[src/rtl/pm_pkg.sv]
// ----------------------------------------------------------------------------
// pm_pkg
// Types, constants and helpers shared by the polynomial multiplier modules.
// ----------------------------------------------------------------------------
package pm_pkg;

    localparam int MAX_TERMS = 16;
    localparam int FRAC_BITS = 16;
    localparam int COEF_W    = 32;
    localparam int PROD_W    = 2 * COEF_W;
    localparam int ACC_W     = 72;
    localparam int ADDR_W    = $clog2(MAX_TERMS);
    localparam int LEN_W     = 5;
    localparam int CNT_W     = LEN_W + 1;
    localparam int K_W       = LEN_W;

    // configuration register indexes
    localparam logic REG_LEN_A = 1'b0;
    localparam logic REG_LEN_B = 1'b1;

    typedef enum logic [1:0] {
        ST_LOAD,
        ST_MAC,
        ST_DRAIN
    } pm_state_t;

    typedef struct packed {
        logic              wr_a;
        logic              wr_b;
        logic [ADDR_W-1:0] wr_addr;
        logic              issue;
        logic [ADDR_W-1:0] rd_a_addr;
        logic [ADDR_W-1:0] rd_b_addr;
        logic              out_load;
        logic              out_last;
    } pm_cmd_t;

    typedef struct packed {
        logic pipe_busy;
        logic out_free;
    } pm_status_t;

    // a length of zero acts as one, anything above MAX_TERMS as MAX_TERMS
    function automatic logic [LEN_W-1:0] eff_len(input logic [LEN_W-1:0] v);
        logic [LEN_W-1:0] r;
        r = v;
        if (v == '0) begin
            r = LEN_W'(1);
        end else if ({1'b0, v} > CNT_W'(MAX_TERMS)) begin
            r = LEN_W'(MAX_TERMS);
        end
        return r;
    endfunction

    // lowest A index that contributes to product term k
    function automatic logic [ADDR_W-1:0] first_index(input logic [K_W-1:0] k,
                                                      input logic [LEN_W-1:0] lb);
        logic [ADDR_W-1:0] r;
        r = '0;
        if (k >= lb) begin
            r = ADDR_W'(k - lb + K_W'(1));
        end
        return r;
    endfunction

endpackage

[src/rtl/polynomial_multiply.sv]
// ----------------------------------------------------------------------------
// polynomial_multiply
// Convolution of two Q16.16 polynomials with one shared multiply-accumulate.
// ----------------------------------------------------------------------------
//  channel   direction  payload                          handshake
//  cfg       in         cfg_index, cfg_data              cfg_valid / cfg_ready
//  s         in         s_coef_in (A then B, low first)  s_valid / s_ready
//  m         out        m_coef_out, m_saturated, m_last  m_valid / m_ready
//
//  While loading, every request is taken. After the last B coefficient the
//  sequencer walks the product terms: each term k issues its operand pairs
//  to the multiplier, then drains through the read, multiply and accumulate
//  registers. A stall on m holds the sequencer before the next term.
//  s_ready is low until the last term sits in the output register.
//  Reset clears the lengths to one, the load count and the accumulator.
// ----------------------------------------------------------------------------
module polynomial_multiply (
    input  logic                             aclk,
    input  logic                             aresetn,
    input  logic                             cfg_valid,
    output logic                             cfg_ready,
    input  logic                             cfg_index,
    input  logic [pm_pkg::LEN_W-1:0]         cfg_data,
    input  logic                             s_valid,
    output logic                             s_ready,
    input  logic signed [pm_pkg::COEF_W-1:0] s_coef_in,
    output logic                             m_valid,
    input  logic                             m_ready,
    output logic signed [pm_pkg::COEF_W-1:0] m_coef_out,
    output logic                             m_saturated,
    output logic                             m_last
);
    import pm_pkg::*;

    pm_cmd_t    cmd;
    pm_status_t status;

    pm_controller u_ctrl (
        .aclk      (aclk),
        .aresetn   (aresetn),
        .cfg_valid (cfg_valid),
        .cfg_ready (cfg_ready),
        .cfg_index (cfg_index),
        .cfg_data  (cfg_data),
        .s_valid   (s_valid),
        .s_ready   (s_ready),
        .cmd       (cmd),
        .status    (status)
    );

    pm_datapath u_dp (
        .aclk        (aclk),
        .aresetn     (aresetn),
        .cmd         (cmd),
        .status      (status),
        .s_coef_in   (s_coef_in),
        .m_valid     (m_valid),
        .m_ready     (m_ready),
        .m_coef_out  (m_coef_out),
        .m_saturated (m_saturated),
        .m_last      (m_last)
    );

endmodule

[src/rtl/pm_datapath.sv]
// ----------------------------------------------------------------------------
// pm_datapath
// Operand stores, multiply-accumulate pipeline, result rounding and output
// register.
// ----------------------------------------------------------------------------
module pm_datapath (
    input  logic                          aclk,
    input  logic                          aresetn,
    input  pm_pkg::pm_cmd_t               cmd,
    output pm_pkg::pm_status_t            status,
    input  logic signed [pm_pkg::COEF_W-1:0] s_coef_in,
    output logic                          m_valid,
    input  logic                          m_ready,
    output logic signed [pm_pkg::COEF_W-1:0] m_coef_out,
    output logic                          m_saturated,
    output logic                          m_last
);
    import pm_pkg::*;

    logic signed [COEF_W-1:0] a_mem [MAX_TERMS];
    logic signed [COEF_W-1:0] b_mem [MAX_TERMS];

    logic signed [COEF_W-1:0] a_q_reg;
    logic signed [COEF_W-1:0] b_q_reg;
    logic                     v1_reg;
    logic signed [PROD_W-1:0] prod_reg;
    logic                     v2_reg;
    logic signed [ACC_W-1:0]  acc_reg;
    logic signed [ACC_W-1:0]  acc_next;

    logic signed [COEF_W-1:0] coef_out_reg;
    logic                     sat_reg;
    logic                     last_reg;
    logic                     m_valid_reg;

    logic signed [ACC_W-1:0]  shifted;
    logic [ACC_W-COEF_W:0]    upper;
    logic signed [COEF_W-1:0] result;
    logic                     result_sat;

    always_ff @(posedge aclk) begin
        if (cmd.wr_a) begin
            a_mem[cmd.wr_addr] <= s_coef_in;
        end
        if (cmd.wr_b) begin
            b_mem[cmd.wr_addr] <= s_coef_in;
        end
        a_q_reg  <= a_mem[cmd.rd_a_addr];
        b_q_reg  <= b_mem[cmd.rd_b_addr];
        prod_reg <= a_q_reg * b_q_reg;
    end

    always_comb begin
        acc_next = acc_reg;
        if (cmd.out_load) begin
            acc_next = '0;
        end else if (v2_reg) begin
            acc_next = acc_reg + {{(ACC_W - PROD_W){prod_reg[PROD_W-1]}}, prod_reg};
        end
    end

    // floor to Q16.16 and clip to the 32-bit range
    always_comb begin
        shifted    = acc_reg >>> FRAC_BITS;
        upper      = shifted[ACC_W-1:COEF_W-1];
        result     = shifted[COEF_W-1:0];
        result_sat = 1'b0;
        if (upper != '0 && upper != '1) begin
            result_sat = 1'b1;
            result     = acc_reg[ACC_W-1] ? {1'b1, {(COEF_W-1){1'b0}}}
                                          : {1'b0, {(COEF_W-1){1'b1}}};
        end
    end

    always_ff @(posedge aclk) begin
        if (!aresetn) begin
            v1_reg      <= 1'b0;
            v2_reg      <= 1'b0;
            acc_reg     <= '0;
            m_valid_reg <= 1'b0;
        end else begin
            v1_reg  <= cmd.issue;
            v2_reg  <= v1_reg;
            acc_reg <= acc_next;
            if (cmd.out_load) begin
                m_valid_reg <= 1'b1;
            end else if (m_ready) begin
                m_valid_reg <= 1'b0;
            end
        end
    end

    always_ff @(posedge aclk) begin
        if (cmd.out_load) begin
            coef_out_reg <= result;
            sat_reg      <= result_sat;
            last_reg     <= cmd.out_last;
        end
    end

    assign status.pipe_busy = v1_reg | v2_reg;
    assign status.out_free  = !m_valid_reg || m_ready;

    assign m_valid     = m_valid_reg;
    assign m_coef_out  = coef_out_reg;
    assign m_saturated = sat_reg;
    assign m_last      = last_reg;

endmodule

[src/rtl/pm_controller.sv]
// ----------------------------------------------------------------------------
// pm_controller
// Length registers, load counter and the sequencer that walks the product
// terms through the shared multiply-accumulate.
// ----------------------------------------------------------------------------
module pm_controller (
    input  logic                        aclk,
    input  logic                        aresetn,
    input  logic                        cfg_valid,
    output logic                        cfg_ready,
    input  logic                        cfg_index,
    input  logic [pm_pkg::LEN_W-1:0]    cfg_data,
    input  logic                        s_valid,
    output logic                        s_ready,
    output pm_pkg::pm_cmd_t             cmd,
    input  pm_pkg::pm_status_t          status
);
    import pm_pkg::*;

    pm_state_t         state_reg, state_next;
    logic [LEN_W-1:0]  len_a_reg;
    logic [LEN_W-1:0]  len_b_reg;
    logic [CNT_W-1:0]  load_count_reg, load_count_next;
    logic [K_W-1:0]    k_reg, k_next;
    logic [ADDR_W-1:0] i_reg, i_next;

    logic [LEN_W-1:0]  la;
    logic [LEN_W-1:0]  lb;
    logic [CNT_W-1:0]  total;
    logic [K_W-1:0]    k_final;
    logic [ADDR_W-1:0] i_hi;
    logic [CNT_W-1:0]  p_inc;
    logic [CNT_W-1:0]  pb;
    logic [K_W-1:0]    b_idx;

    assign cfg_ready = 1'b1;

    always_ff @(posedge aclk) begin
        if (!aresetn) begin
            len_a_reg <= LEN_W'(1);
            len_b_reg <= LEN_W'(1);
        end else if (cfg_valid) begin
            case (cfg_index)
                REG_LEN_A: len_a_reg <= cfg_data;
                REG_LEN_B: len_b_reg <= cfg_data;
                default:   len_a_reg <= len_a_reg;
            endcase
        end
    end

    always_comb begin
        la      = eff_len(len_a_reg);
        lb      = eff_len(len_b_reg);
        total   = {1'b0, la} + {1'b0, lb};
        k_final = K_W'(total - CNT_W'(2));
        i_hi    = ((la - LEN_W'(1)) < k_reg) ? ADDR_W'(la - LEN_W'(1)) : ADDR_W'(k_reg);
        p_inc   = load_count_reg + CNT_W'(1);
        pb      = load_count_reg - {1'b0, la};
        b_idx   = k_reg - K_W'(i_reg);
    end

    always_ff @(posedge aclk) begin
        if (!aresetn) begin
            state_reg      <= ST_LOAD;
            load_count_reg <= '0;
            k_reg          <= '0;
            i_reg          <= '0;
        end else begin
            state_reg      <= state_next;
            load_count_reg <= load_count_next;
            k_reg          <= k_next;
            i_reg          <= i_next;
        end
    end

    always_comb begin
        state_next      = state_reg;
        load_count_next = load_count_reg;
        k_next          = k_reg;
        i_next          = i_reg;
        s_ready         = 1'b0;
        cmd             = '0;
        cmd.rd_a_addr   = i_reg;
        cmd.rd_b_addr   = ADDR_W'(b_idx);
        cmd.out_last    = (k_reg == k_final);

        case (state_reg)
            ST_LOAD: begin
                s_ready = 1'b1;
                if (s_valid) begin
                    if (load_count_reg < {1'b0, la}) begin
                        cmd.wr_a    = 1'b1;
                        cmd.wr_addr = ADDR_W'(load_count_reg);
                    end else if (pb < CNT_W'(MAX_TERMS)) begin
                        // coefficients past the B store are dropped
                        cmd.wr_b    = 1'b1;
                        cmd.wr_addr = ADDR_W'(pb);
                    end
                    load_count_next = p_inc;
                    if (p_inc >= total) begin
                        load_count_next = '0;
                        k_next          = '0;
                        i_next          = '0;
                        state_next      = ST_MAC;
                    end
                end
            end
            ST_MAC: begin
                cmd.issue = 1'b1;
                if (i_reg == i_hi) begin
                    state_next = ST_DRAIN;
                end else begin
                    i_next = i_reg + ADDR_W'(1);
                end
            end
            ST_DRAIN: begin
                // wait for the last product to land and the output register to be free, then hand the term over
                if (!status.pipe_busy && status.out_free) begin
                    cmd.out_load = 1'b1;
                    if (k_reg == k_final) begin
                        state_next = ST_LOAD;
                    end else begin
                        k_next     = k_reg + K_W'(1);
                        i_next     = first_index(k_reg + K_W'(1), lb);
                        state_next = ST_MAC;
                    end
                end
            end
            default: begin
                state_next = ST_LOAD;
            end
        endcase
    end

endmodule

[config.mk]
export PLATFORM = sky130hd
export DESIGN_NAME = polynomial_multiply
export DESIGN_NICKNAME = d
export VERILOG_FILES = /design/src/rtl/pm_pkg.sv /design/src/rtl/polynomial_multiply.sv /design/src/rtl/pm_datapath.sv /design/src/rtl/pm_controller.sv
export SDC_FILE = /design/constraint.sdc
export NUM_CORES = 2
export LEC_CHECK = 0
export BUFFER_PORTS_ARGS = -buffer_cell sky130_fd_sc_hd__buf_2
export CORE_AREA = 2 2 387 389
export DETAILED_ROUTE_END_ITERATION = 10
export DIE_AREA = 0 0 389 391
export HOLD_SLACK_MARGIN = 0.05
export PLACE_DENSITY_LB_ADDON = 0.3
export SYNTH_ARGS = -nofsm -noshare
export SYNTH_HDL_FRONTEND = slang
export SYNTH_HIERARCHICAL = 1
export SYNTH_SLANG_ARGS = --single-unit
export TNS_END_PERCENT = 5
[constraint.sdc]
create_clock -name aclk -period 11 [get_ports aclk]
set_clock_uncertainty 0.2 [all_clocks]
set_input_delay 2.2 -clock aclk [delete_from_list [all_inputs] [get_ports aclk]]
set_output_delay 2.2 -clock aclk [all_outputs]
set_load 0.005 [all_outputs]
==> results.cfg <==
[worst_setup_path]
required_ps = 11420
regToRegStartpoint = u_dp/b_q_reg[8]
critPathLaunchType = register
end_kind = register
r2r_cells = 26
worstSetupPathType = reg -> reg
critPathMaxFanout = 21
r2r_end = u_dp/prod_reg[62]
cp.arrival_ps = 9280
r2r_slack_ps = 2140

[yosys]
async_reset_ff_share_pct = 0
yosys-top-cells-count = fa_1, edfxtp_1, inv_1
yosys_most_used_dff = edfxtp_1
yosysSeqAreaShare_pct = 41.3
yosys_warnings = 6
syn_inst = 6780
synthTopCellsByArea = edfxtp_1, fa_1, mux4_2, dfxtp_1, inv_1
yosysMostFrequentCell = fa_1
synth_area_mm2 = 0.0881
yosysTopAreaCellShare_pct = 36.0
synth.distinct_cells = 106
syn_avg_cell_area_um2 = 13.0
synth_edf_count = 1058
yosysTopAreaCell = edfxtp_1
syn-num-nets = 8205
synth-seq-cells = 1288

[clocking]
post_cts_buffers = 0
cts_tree = yes
root_buffer = clkbuf_16
htree_levels = 4
hold_buffers = 0
cts_buffers = 134
cts_num_sinks = 1288
cts_buffer_depth = 3
cts.clk_slew.worst_paths_ps = 60
clock_latency_ps = 820
cts_resized = 0

[final_layout]
fin_nets = 8170
final_core_util_pct = 64.2
drive_gt1_share_pct = 12.0
seqCellArea_mm2 = 0.0364
area_growth_syn_to_layout_pct = 8.19
fillers = 10700
multi_input_area_mm2 = 0.0468

[sta]
clock.fmax_mhz = 113
finalSetupTns_ps = 0
period_needed_ps = 8860
worstMarginPinSlew_ps = 1190
hold_violations = 0
fin_crit_sh_pct = 80.6
setup_violations = 0
drv_slew = 0
rsz0062_at_grt = false
slew_headroom_pct = 20.6

[grt]
grt_usage_pct = 31.3
grt_pass1_wl_um = 354000
grt-ovfl-total = 0
grt_max_degree = 63
antenna_found_initial = 13
grt_pass1_vias = 57500

[job]
drv_cap = 0

[hold_path]
hold_depth = 1
hp-start = u_dp/v1_reg
holdPathEnd = u_dp/v2_reg
hold_class = reg -> reg

[place]
dp_hpwl_um = 146000
place_congestion = 0.908
io_buffer_count = 78

[floorplan]
coreArea_mm2 = 0.149
rows = 142
die_area_mm2 = 0.152
start_util_pct = 59.3
die_h_um = 391
pin_count = 80
die_width_um = 389

[route]
drtIter0Drc = 5250
dr_total_vias = 53700
firstDrtPassIters = 6
avgRoutedWirePerCell_um = 26.2
drc = 0
viasPerCell = 6.11
routed_wl_um = 231000
ant_nets = 0

[outcome]
outcome = finished clean
==> layout by cell type, fill, tap and decap left out, types with 134 or more instances in the layout <==
| master | count |
|---|---|
| and2_1 | 525 |
| fa_1 | 1087 |
| nor2_1 | 134 |
| ha_1 | 295 |
| edfxtp_1 | 1058 |
| clkbuf_16 | 135 |
| nand2_1 | 642 |
| mux4_2 | 320 |
| a21oi_1 | 173 |
| dfxtp_1 | 189 |
| inv_1 | 1038 |
==> layout make-up <==
| type | instances | area share [%] |
|---|---|---|
| inverter | 1042 | 4.11 |
| clock inverter | 79 | 1.18 |
| timing repair buffer | 172 | 1.15 |
| multi-input combinational | 4107 | 49.1 |
| sequential | 1288 | 38.2 |
| clock buffer | 162 | 3.70 |
| antenna | 3 | 0.00787 |
| tap | 1944 | 2.55 |
==> routing by layer <==
layer | track usage (%) | routed length (um)
met2 | 51.1 | 112000
met5 | 0 | 62
met1 | 41.9 | 87500
met3 | 6.33 | 23000
met4 | 11.4 | 8440
==> worst max-delay path, cell delays in order (launching register included) <==
cell and delay (ps):
dfxtp_1 1030, buf_4 350, nand2_1 110, fa_1 560, inv_1 50, fa_1 530, inv_1 60, fa_1 450
fa_1 550, inv_1 50, fa_1 570, fa_1 450, fa_1 580, inv_1 80, fa_1 500, inv_1 40
ha_1 420, nand4_1 210, nor4_1 540, nand2_1 160, and3_1 250, nand3_1 110, o21a_1 240, a211o_1 200
a21boi_1 110, o21ai_0 170, o311ai_1 120
==> logic make-up after synthesis <==
kind of cell             Yosys count  share of synthesized area (%)
AND/OR/NAND/NOR                 1611                           9.10
buffers and inverters           1385                           5.94
adder cells (fa/ha/maj)         1382                           28.9
flip-flops                      1288                           41.3
AO/OA/AOI/OAI                    596                           4.61
multiplexers                     365                           8.69
XOR/XNOR                         152                           1.52
other                              1                        0.00425
==> per-stage QoR <==
stage / hold slack, ps / setup WS (ps) / instance area [um2] / std cells
detailed placement: 243 / 2280 / 90700 / 8553
global placement: 233 / 2430 / 90700 / 8553
global route: 289 / 1720 / 95400 / 8795
CTS: 256 / 2230 / 95400 / 8794
floorplan: 226 / 3230 / 88100 / 6780
finish: 258 / 2140 / 95400 / 8797
==> how the worst max path moves through the flow <==
| stage | to | cells past startpoint | startpoint | slack [ps] |
|---|---|---|---|---|
| 6_report | u_dp/prod_reg[62] | 26 | u_dp/b_q_reg[8] | 2140 |
| 5_1_grt | u_dp/prod_reg[62] | 25 | u_dp/b_q_reg[8] | 1720 |
| 4_1_cts | u_dp/prod_reg[60] | 25 | u_dp/b_q_reg[8] | 2230 |
| 3_5_place_dp | u_dp/prod_reg[60] | 25 | u_dp/b_q_reg[8] | 2280 |
| 3_3_place_gp | u_dp/prod_reg[60] | 25 | u_dp/b_q_reg[8] | 2430 |
| 2_1_floorplan | u_dp/prod_reg[60] | 26 | u_dp/a_q_reg[31] | 3230 |
Power is not shown: default switching activity piles up to over one toggle a cycle in this logic, so the estimate is an artifact.
